## config.mk

```make
export PLATFORM = sky130hd
export DESIGN_NAME = clipped_alpha_blit_pixel
export DESIGN_NICKNAME = d
export VERILOG_FILES = /design/src/hw/rtl/cab_pkg.sv /design/src/hw/rtl/cab_csr.sv /design/src/hw/rtl/cab_datapath.sv /design/src/hw/rtl/clipped_alpha_blit_pixel.sv
export SDC_FILE = /design/constraint.sdc
export NUM_CORES = 2
export LEC_CHECK = 0
export ABC_CLOCK_PERIOD_IN_PS = 6500
export BUFFER_PORTS_ARGS = -buffer_cell sky130_fd_sc_hd__buf_2
export CAP_MARGIN = 5
export CORE_ASPECT_RATIO = 1.1
export CORE_MARGIN = 5
export CORE_UTILIZATION = 45
export CTS_CLUSTER_SIZE = 30
export DETAILED_ROUTE_END_ITERATION = 8
export GPL_TIMING_DRIVEN = 1
export SLEW_MARGIN = 20
export SYNTH_ARGS = -nofsm -noshare
export SYNTH_HDL_FRONTEND = slang
export SYNTH_SLANG_ARGS = --single-unit
```

## constraint.sdc

```tcl
create_clock -name clock -period 6.5 [get_ports clock]
set_input_delay 0.65 -clock clock [delete_from_list [all_inputs] [get_ports clock]]
set_output_delay 0.65 -clock clock [all_outputs]
set_load 0.02 [all_outputs]
```

## src/hw/rtl/cab_pkg.sv

```systemverilog
package cab_pkg;

   localparam int ADDR_W = 24;
   localparam int CSR_INDEX_W = 3;
   localparam int CSR_DATA_W = 13;
   localparam int CMP_W = 14;
   localparam int SHEET_BPP_SHIFT = 2;

   localparam logic signed [12:0] TARGET_X_RESET = 13'sd0;
   localparam logic signed [12:0] TARGET_Y_RESET = 13'sd0;
   localparam logic [10:0] SOURCE_X_RESET = 11'd0;
   localparam logic [10:0] SOURCE_Y_RESET = 11'd0;
   localparam logic [11:0] SOURCE_WIDTH_RESET = 12'd1;
   localparam logic [11:0] SOURCE_HEIGHT_RESET = 12'd1;
   localparam logic [11:0] SCREEN_WIDTH_RESET = 12'd640;
   localparam logic [11:0] SCREEN_HEIGHT_RESET = 12'd480;

   typedef enum logic [CSR_INDEX_W-1:0] {
      CSR_TARGET_X      = 3'd0,
      CSR_TARGET_Y      = 3'd1,
      CSR_SOURCE_X      = 3'd2,
      CSR_SOURCE_Y      = 3'd3,
      CSR_SOURCE_WIDTH  = 3'd4,
      CSR_SOURCE_HEIGHT = 3'd5,
      CSR_SCREEN_WIDTH  = 3'd6,
      CSR_SCREEN_HEIGHT = 3'd7
   } csr_index_type;

   typedef struct packed {
      logic signed [12:0] target_x;
      logic signed [12:0] target_y;
      logic [10:0]        source_x;
      logic [10:0]        source_y;
      logic [11:0]        source_width;
      logic [11:0]        source_height;
      logic [11:0]        screen_width;
      logic [11:0]        screen_height;
   } cfg_type;

   typedef struct packed {
      logic        blend_enable;
      logic [10:0] pixel_col;
      logic [10:0] pixel_row;
      logic [7:0]  src_red;
      logic [7:0]  src_green;
      logic [7:0]  src_blue;
      logic [7:0]  src_alpha;
      logic [7:0]  dst_red;
      logic [7:0]  dst_green;
      logic [7:0]  dst_blue;
   } req_type;

   typedef struct packed {
      logic              write_enable;
      logic [ADDR_W-1:0] frame_address;
      logic [ADDR_W-1:0] sheet_address;
      logic [7:0]        out_red;
      logic [7:0]        out_green;
      logic [7:0]        out_blue;
   } rsp_type;

   // ((256 - a) * d + a * s) >> 8
   function automatic logic [7:0] blend_chan(input logic [7:0] a, input logic [7:0] s,
                                             input logic [7:0] d);
      logic [8:0]  inv_a;
      logic [16:0] acc;
      inv_a = 9'd256 - {1'b0, a};
      acc = 17'(inv_a * {9'd0, d}) + 17'({8'd0, a} * {8'd0, s});
      return acc[15:8];
   endfunction

endpackage

```

## src/hw/rtl/cab_csr.sv

```systemverilog
module cab_csr (
   input  logic                            clock,
   input  logic                            reset,
   input  logic                            csr_valid,
   input  logic [cab_pkg::CSR_INDEX_W-1:0] csr_index,
   input  logic [cab_pkg::CSR_DATA_W-1:0]  csr_data,
   output cab_pkg::cfg_type                cfg
);
   import cab_pkg::*;

   cfg_type cfg_ff;
   cfg_type cfg_in;

   always_comb begin
      cfg_in = cfg_ff;
      if (csr_valid) begin
         unique case (csr_index_type'(csr_index))
            CSR_TARGET_X:      cfg_in.target_x = signed'(csr_data[12:0]);
            CSR_TARGET_Y:      cfg_in.target_y = signed'(csr_data[12:0]);
            CSR_SOURCE_X:      cfg_in.source_x = csr_data[10:0];
            CSR_SOURCE_Y:      cfg_in.source_y = csr_data[10:0];
            CSR_SOURCE_WIDTH:  cfg_in.source_width = csr_data[11:0];
            CSR_SOURCE_HEIGHT: cfg_in.source_height = csr_data[11:0];
            CSR_SCREEN_WIDTH:  cfg_in.screen_width = csr_data[11:0];
            CSR_SCREEN_HEIGHT: cfg_in.screen_height = csr_data[11:0];
            default:           cfg_in = cfg_ff;
         endcase
      end
   end

   always_ff @(posedge clock) begin
      if (reset) begin
         cfg_ff.target_x <= TARGET_X_RESET;
         cfg_ff.target_y <= TARGET_Y_RESET;
         cfg_ff.source_x <= SOURCE_X_RESET;
         cfg_ff.source_y <= SOURCE_Y_RESET;
         cfg_ff.source_width <= SOURCE_WIDTH_RESET;
         cfg_ff.source_height <= SOURCE_HEIGHT_RESET;
         cfg_ff.screen_width <= SCREEN_WIDTH_RESET;
         cfg_ff.screen_height <= SCREEN_HEIGHT_RESET;
      end else begin
         cfg_ff <= cfg_in;
      end
   end

   assign cfg = cfg_ff;

endmodule

```

## src/hw/rtl/cab_datapath.sv

```systemverilog
module cab_datapath #(
   parameter int MAX_DIM = 2048,
   parameter int BYTES_PER_PIXEL = 4
) (
   input  cab_pkg::cfg_type cfg,
   input  cab_pkg::req_type req,
   output cab_pkg::rsp_type rsp
);
   import cab_pkg::*;

   localparam int DIM_W = $clog2(MAX_DIM + 1);
   localparam int POS_W = $clog2(MAX_DIM);

   logic [DIM_W-1:0]        sw_c;
   logic [DIM_W-1:0]        sh_c;
   logic [DIM_W-1:0]        tw_c;
   logic [DIM_W-1:0]        th_c;
   logic signed [CMP_W-1:0] x_pos;
   logic signed [CMP_W-1:0] y_pos;
   logic                    visible;
   logic [11:0]             sheet_row;
   logic [ADDR_W-1:0]       sheet_lin;
   logic [ADDR_W-1:0]       frame_lin;
   logic [ADDR_W-1:0]       frame_addr;
   logic [7:0]              blend_red;
   logic [7:0]              blend_green;
   logic [7:0]              blend_blue;

   function automatic logic [DIM_W-1:0] clamp_dim(input logic [11:0] v);
      return (32'(v) > MAX_DIM) ? DIM_W'(MAX_DIM) : DIM_W'(v);
   endfunction

   always_comb begin
      sw_c = clamp_dim(cfg.source_width);
      sh_c = clamp_dim(cfg.source_height);
      tw_c = clamp_dim(cfg.screen_width);
      th_c = clamp_dim(cfg.screen_height);

      x_pos = CMP_W'(cfg.target_x) + signed'(CMP_W'(req.pixel_col));
      y_pos = CMP_W'(cfg.target_y) + signed'(CMP_W'(req.pixel_row));

      visible = (CMP_W'(req.pixel_col) < CMP_W'(sw_c)) &&
                (CMP_W'(req.pixel_row) < CMP_W'(sh_c)) &&
                !x_pos[CMP_W-1] && (unsigned'(x_pos) < CMP_W'(tw_c)) &&
                !y_pos[CMP_W-1] && (unsigned'(y_pos) < CMP_W'(th_c));

      sheet_row = 12'(req.pixel_row) + 12'(cfg.source_y);
      sheet_lin = ADDR_W'(sheet_row) * ADDR_W'(sw_c) + ADDR_W'(req.pixel_col) +
                  ADDR_W'(cfg.source_x);

      frame_lin = ADDR_W'(y_pos[POS_W-1:0]) * ADDR_W'(tw_c) + ADDR_W'(x_pos[POS_W-1:0]);
      frame_addr = ADDR_W'(frame_lin * ADDR_W'(BYTES_PER_PIXEL));

      blend_red = blend_chan(req.src_alpha, req.src_red, req.dst_red);
      blend_green = blend_chan(req.src_alpha, req.src_green, req.dst_green);
      blend_blue = blend_chan(req.src_alpha, req.src_blue, req.dst_blue);

      rsp.sheet_address = sheet_lin << SHEET_BPP_SHIFT;
      rsp.frame_address = '0;
      rsp.write_enable = 1'b0;
      rsp.out_red = '0;
      rsp.out_green = '0;
      rsp.out_blue = '0;
      if (visible) begin
         rsp.frame_address = frame_addr;
         if (!req.blend_enable) begin
            rsp.write_enable = 1'b1;
            rsp.out_red = req.src_red;
            rsp.out_green = req.src_green;
            rsp.out_blue = req.src_blue;
         end else if (req.src_alpha != 8'd0) begin
            rsp.write_enable = 1'b1;
            rsp.out_red = blend_red;
            rsp.out_green = blend_green;
            rsp.out_blue = blend_blue;
         end
      end
   end

endmodule

```

## src/hw/rtl/clipped_alpha_blit_pixel.sv

```systemverilog
// Channel   Direction  Ports                          Moves
// req       in         req_valid/req_ready/req_data   one sprite pixel per transfer
// rsp       out        rsp_valid/rsp_ready/rsp_data   one write request per transfer
// csr       in         csr_valid/csr_ready/csr_index  register write, csr_data payload
//
// A req transfer reaches rsp_valid through the input register, then clipping, address
// multiply and blend logic into the result register.
// Throughput is one pixel per cycle while rsp_ready stays high.
// A stalled rsp holds its register; req keeps flowing until both stages are full.
// Synchronous reset empties both stages and loads the register defaults.
module clipped_alpha_blit_pixel #(
   parameter int MAX_DIM = 2048,
   parameter int BYTES_PER_PIXEL = 4
) (
   input  logic                            clock,
   input  logic                            reset,
   input  logic                            req_valid,
   output logic                            req_ready,
   input  cab_pkg::req_type                req_data,
   output logic                            rsp_valid,
   input  logic                            rsp_ready,
   output cab_pkg::rsp_type                rsp_data,
   input  logic                            csr_valid,
   output logic                            csr_ready,
   input  logic [cab_pkg::CSR_INDEX_W-1:0] csr_index,
   input  logic [cab_pkg::CSR_DATA_W-1:0]  csr_data
);
   import cab_pkg::*;

   cfg_type cfg;
   req_type s1_data_ff;
   req_type s1_data_in;
   logic    s1_valid_ff;
   logic    s1_valid_in;
   rsp_type out_data_ff;
   rsp_type out_data_in;
   logic    out_valid_ff;
   logic    out_valid_in;
   rsp_type result;
   logic    out_free;
   logic    out_load;
   logic    s1_free;

   cab_csr u_csr (
      .clock     (clock),
      .reset     (reset),
      .csr_valid (csr_valid),
      .csr_index (csr_index),
      .csr_data  (csr_data),
      .cfg       (cfg)
   );

   cab_datapath #(
      .MAX_DIM         (MAX_DIM),
      .BYTES_PER_PIXEL (BYTES_PER_PIXEL)
   ) u_datapath (
      .cfg (cfg),
      .req (s1_data_ff),
      .rsp (result)
   );

   always_comb begin
      out_free = !out_valid_ff || rsp_ready;
      out_load = s1_valid_ff && out_free;
      s1_free = !s1_valid_ff || out_load;
      s1_valid_in = s1_free ? req_valid : s1_valid_ff;
      s1_data_in = (s1_free && req_valid) ? req_data : s1_data_ff;
      out_valid_in = out_free ? s1_valid_ff : out_valid_ff;
      out_data_in = out_load ? result : out_data_ff;
   end

   always_ff @(posedge clock) begin
      if (reset) begin
         s1_valid_ff <= 1'b0;
         out_valid_ff <= 1'b0;
      end else begin
         s1_valid_ff <= s1_valid_in;
         out_valid_ff <= out_valid_in;
      end
   end

   always_ff @(posedge clock) begin
      s1_data_ff <= s1_data_in;
      out_data_ff <= out_data_in;
   end

   assign req_ready = s1_free;
   assign rsp_valid = out_valid_ff;
   assign rsp_data = out_data_ff;
   assign csr_ready = 1'b1;

endmodule

```

==> results.md <==
- Status: complete, but fails checks
- Failing checks: setup timing
- CTS Hold Bufs: 0
- Clock buffer depth: 3
- All-Layer GR Usage: 23.3%
- Main area contributors after synthesis: fa_1, ha_1, edfxtp_1
- Core area: about 74000 um2
- Synthesized cell area: ~34000 um2
- Mean Syn Cell Area: a little over 9 um2
- Lkg Pwr: roughly 0.02 uW
- Count leader, synth: inv_1
- Total Wirelength: approximately 93000 um
- Latest clock arrival within the worst-skew pair: ~0.61 ns
- EDFF count, synth: about 150
- RSZ-0062 raised after global routing: true
- Global-route wire length before repair: about 150000 um
- Final Worst Setup Slack: -0.522 ns
- Worst Hold Margin: 0.222 ns
- Final max-slew violation count: 0
- Min-Delay Startpoint: req_data[75]
- Minimum clock period: between 7 and 8 ns
- TritonCTS clock tree: built
- Clock sink count: about 250
- Async set-or-reset flop fraction in the synthesized netlist: 0%
- TritonRoute pass-1 iters: 5
- Yosys top cell area share: 30.8%
- # DRC: 0
- Largest net degree at the start of global routing: 99
- Worst-Margin Slew: 1.11 ns
- Final cell count without fillers: roughly 5100
- Synth-to-Final Area Change: 20.9%
- Port Buf Inserts: 170
- Placer congestion estimate: 0.940
- Post-Syn Instances: between 3000 and 4000
- Starting Density: 45.3%
- Critical Path AT: around 7.3 ns
- Vias/cell: 5.13
- Post-synth top cells: inv_1, nand2_1, fa_1
- Setup violators final: 33
- Final net count: 5112
- GR Overflow Total: 0
- Peak VDD IR: about 0.57 mV
- Reg2reg start: s1_data_ff[56]
- Req. time, crit path: 6.81 ns
- Clock-pin slew on the worst setup and hold paths: ~0.060 ns
- Synth Warn #: 0
- Largest area contributor in the netlist: fa_1
- Pwr Density: 394 nW/um2
- Die width: approximately 270 um
- Max_slew headroom: a little over a quarter
- Vias in the first global route: about 28000
- Dpl hpwl: approximately 74000 um
- Die H: ~300 um
- Hold Vio Cnt, Final: 0
- Worst Setup Start Kind: flip-flop
- CP max stage delay: roughly 0.5 ns
- FMAX: ~140 MHz
- I/O pin count: 176
- Die Area: between 80000 and 90000 um2
- Multi-input gate area: about 25000 um2
- Top_reg_cell synth: edfxtp_1
- Crit path top cell by count: fa_1
- H-tree depth: 2
- Share of post-route cells with drive strength above 1: between 20% and 30%
- DRT iter0 DRCs: approximately 1300
- Vias: approximately 26000
- Crit path from: s1_data_ff[56]
- Seq/Total Area, Yosys: about a fifth
- Critical path class: flip-flop to flip-flop
- Netlist cell types: 74
- Initial antenna violation count: 2
- Final period util: 108%
- Storage cell area: 6410 um2
- FF+latch count, synth: between 200 and 250
- Max_cap viols: 0
- Post-detailed-route count of antenna-violating nets: 0
- Placed insts: just under 5000
- Hold crit path type: input pin to flip-flop
- Clk root buf: clkbuf_16
- Num CTS Buffers: 34
- Rows: 105
- Crit. End Element: flip-flop
- WL/cell: 18.2 um
- Final setup skew: roughly 0.046 ns
- Slowest CP cell: fa_1
- Fillers: about 7000
- Max FO, Critical Path: 4
==> registers in the layout, indices dropped and copies added, names as in the netlist <==
signal,cells
u_csr.cfg,96
s1_data_ff,79
rsp_data,69
rsp_valid,1
s1_valid_ff,1
==> cells by family after synthesis <==
group	count (synthesis)	synth area share (%)
buffers and inverters	869	9.81
AO/OA/AOI/OAI	341	6.37
adder cells (fa/ha/maj)	910	45.3
AND/OR/NAND/NOR	1202	16.5
flip-flops	246	19.0
multiplexers	2	0.0631
XOR/XNOR	108	2.85
other	2	0.0223
==> layer usage <==
layer  track usage (%)  up-vias  part of all wire, %  routed length [um]
met1              31.1    13037                   43               40200
met3              4.32      165                  6.1                5650
li1                  -    12267                    -                   -
met4              7.38        2                  3.6                3300
met2              38.6      645                   47               43600
met5                 0        -                0.018                  17
==> where the power goes <==
group / leakage [uW] / internal [uW] / switching [uW]
logic: 0.0168 / 6120 / 6060
clock network: 0.000575 / 1150 / 865
registers: 0.00220 / 1760 / 85.9
==> metrics by stage <==
step	setup slack, ns	utilization [%]	power (uW)	setup TNS [ns]	area [um2]
floorplan	-0.277	-	8120	-1.02	34000
global placement	-0.561	50.6	11100	-8.20	37700
detailed placement	-0.606	50.6	11200	-10.66	37700
CTS	-0.403	53.5	14500	-6.23	39900
global route	-0.748	54.7	17600	-16.56	40700
finish	-0.522	54.7	16000	-7.14	40700
==> critical path: cells and delay by family, from the launching register on <==
family	cells	cell delay, ns
XOR/XNOR	2	0.38
AO/OA/AOI/OAI	6	0.92
adder cells (fa/ha/maj)	9	3.43
flip-flops	1	0.39
AND/OR/NAND/NOR	4	0.99
buffers and inverters	7	0.60
==> path summary, 6_finish.rpt <==
| path | endpoint | slack [ns] | depth (start not counted) |
|---|---|---|---|
| worst max-delay path | rsp_data[47] | -0.52 | 28 |
| worst min-delay path | s1_data_ff[75] | 0.22 | 1 |
| worst max register to register | rsp_data[47] | -0.52 | 28 |
| worst min register to register | u_csr.cfg[20] | 0.45 | 2 |
==> cell usage in the layout (no fill, tap or decap), types with 11 or more instances in the layout <==
cell type and instances:
a22oi_1 14, dfxtp_1 97, nand2b_1 24, nand2_1 548, buf_6 36, nor2_2 15, buf_2 169, fa_1 511
nor2_1 165, a21oi_1 129, nand3_1 18, inv_1 689, nand2_2 11, nor3_2 15, a21oi_2 17, o21a_1 14
and2_1 229, o21ai_2 11, ha_1 365, nor3_1 49, nor2b_1 34, buf_4 314, xor2_1 27, clkbuf_16 35
nand4_1 11, o21ai_0 18, xnor2_1 57, inv_2 30, edfxtp_1 148, a21o_1 35, ha_4 21
==> layout make-up <==
class                           count  share of cell area, %
Tap cell                          963                   2.96
Antenna cell                        1                0.00614
Clock inverter                     22                  0.697
Multi-Input combinational cell   2568                   62.4
Inverter                          723                   6.68
Timing Repair Buffer              529                   9.29
Sequential cell                   246                   15.7
Clock buffer                       40                   2.22
==> what timing repair did <==
item,4_1_cts,5_1_grt
buffers inserted,49,41
cloned,1,0
setup endpoints to repair,43,47
gates resized for setup,151,158
pin swaps,176,147
Power figures use the tool's default switching activity.
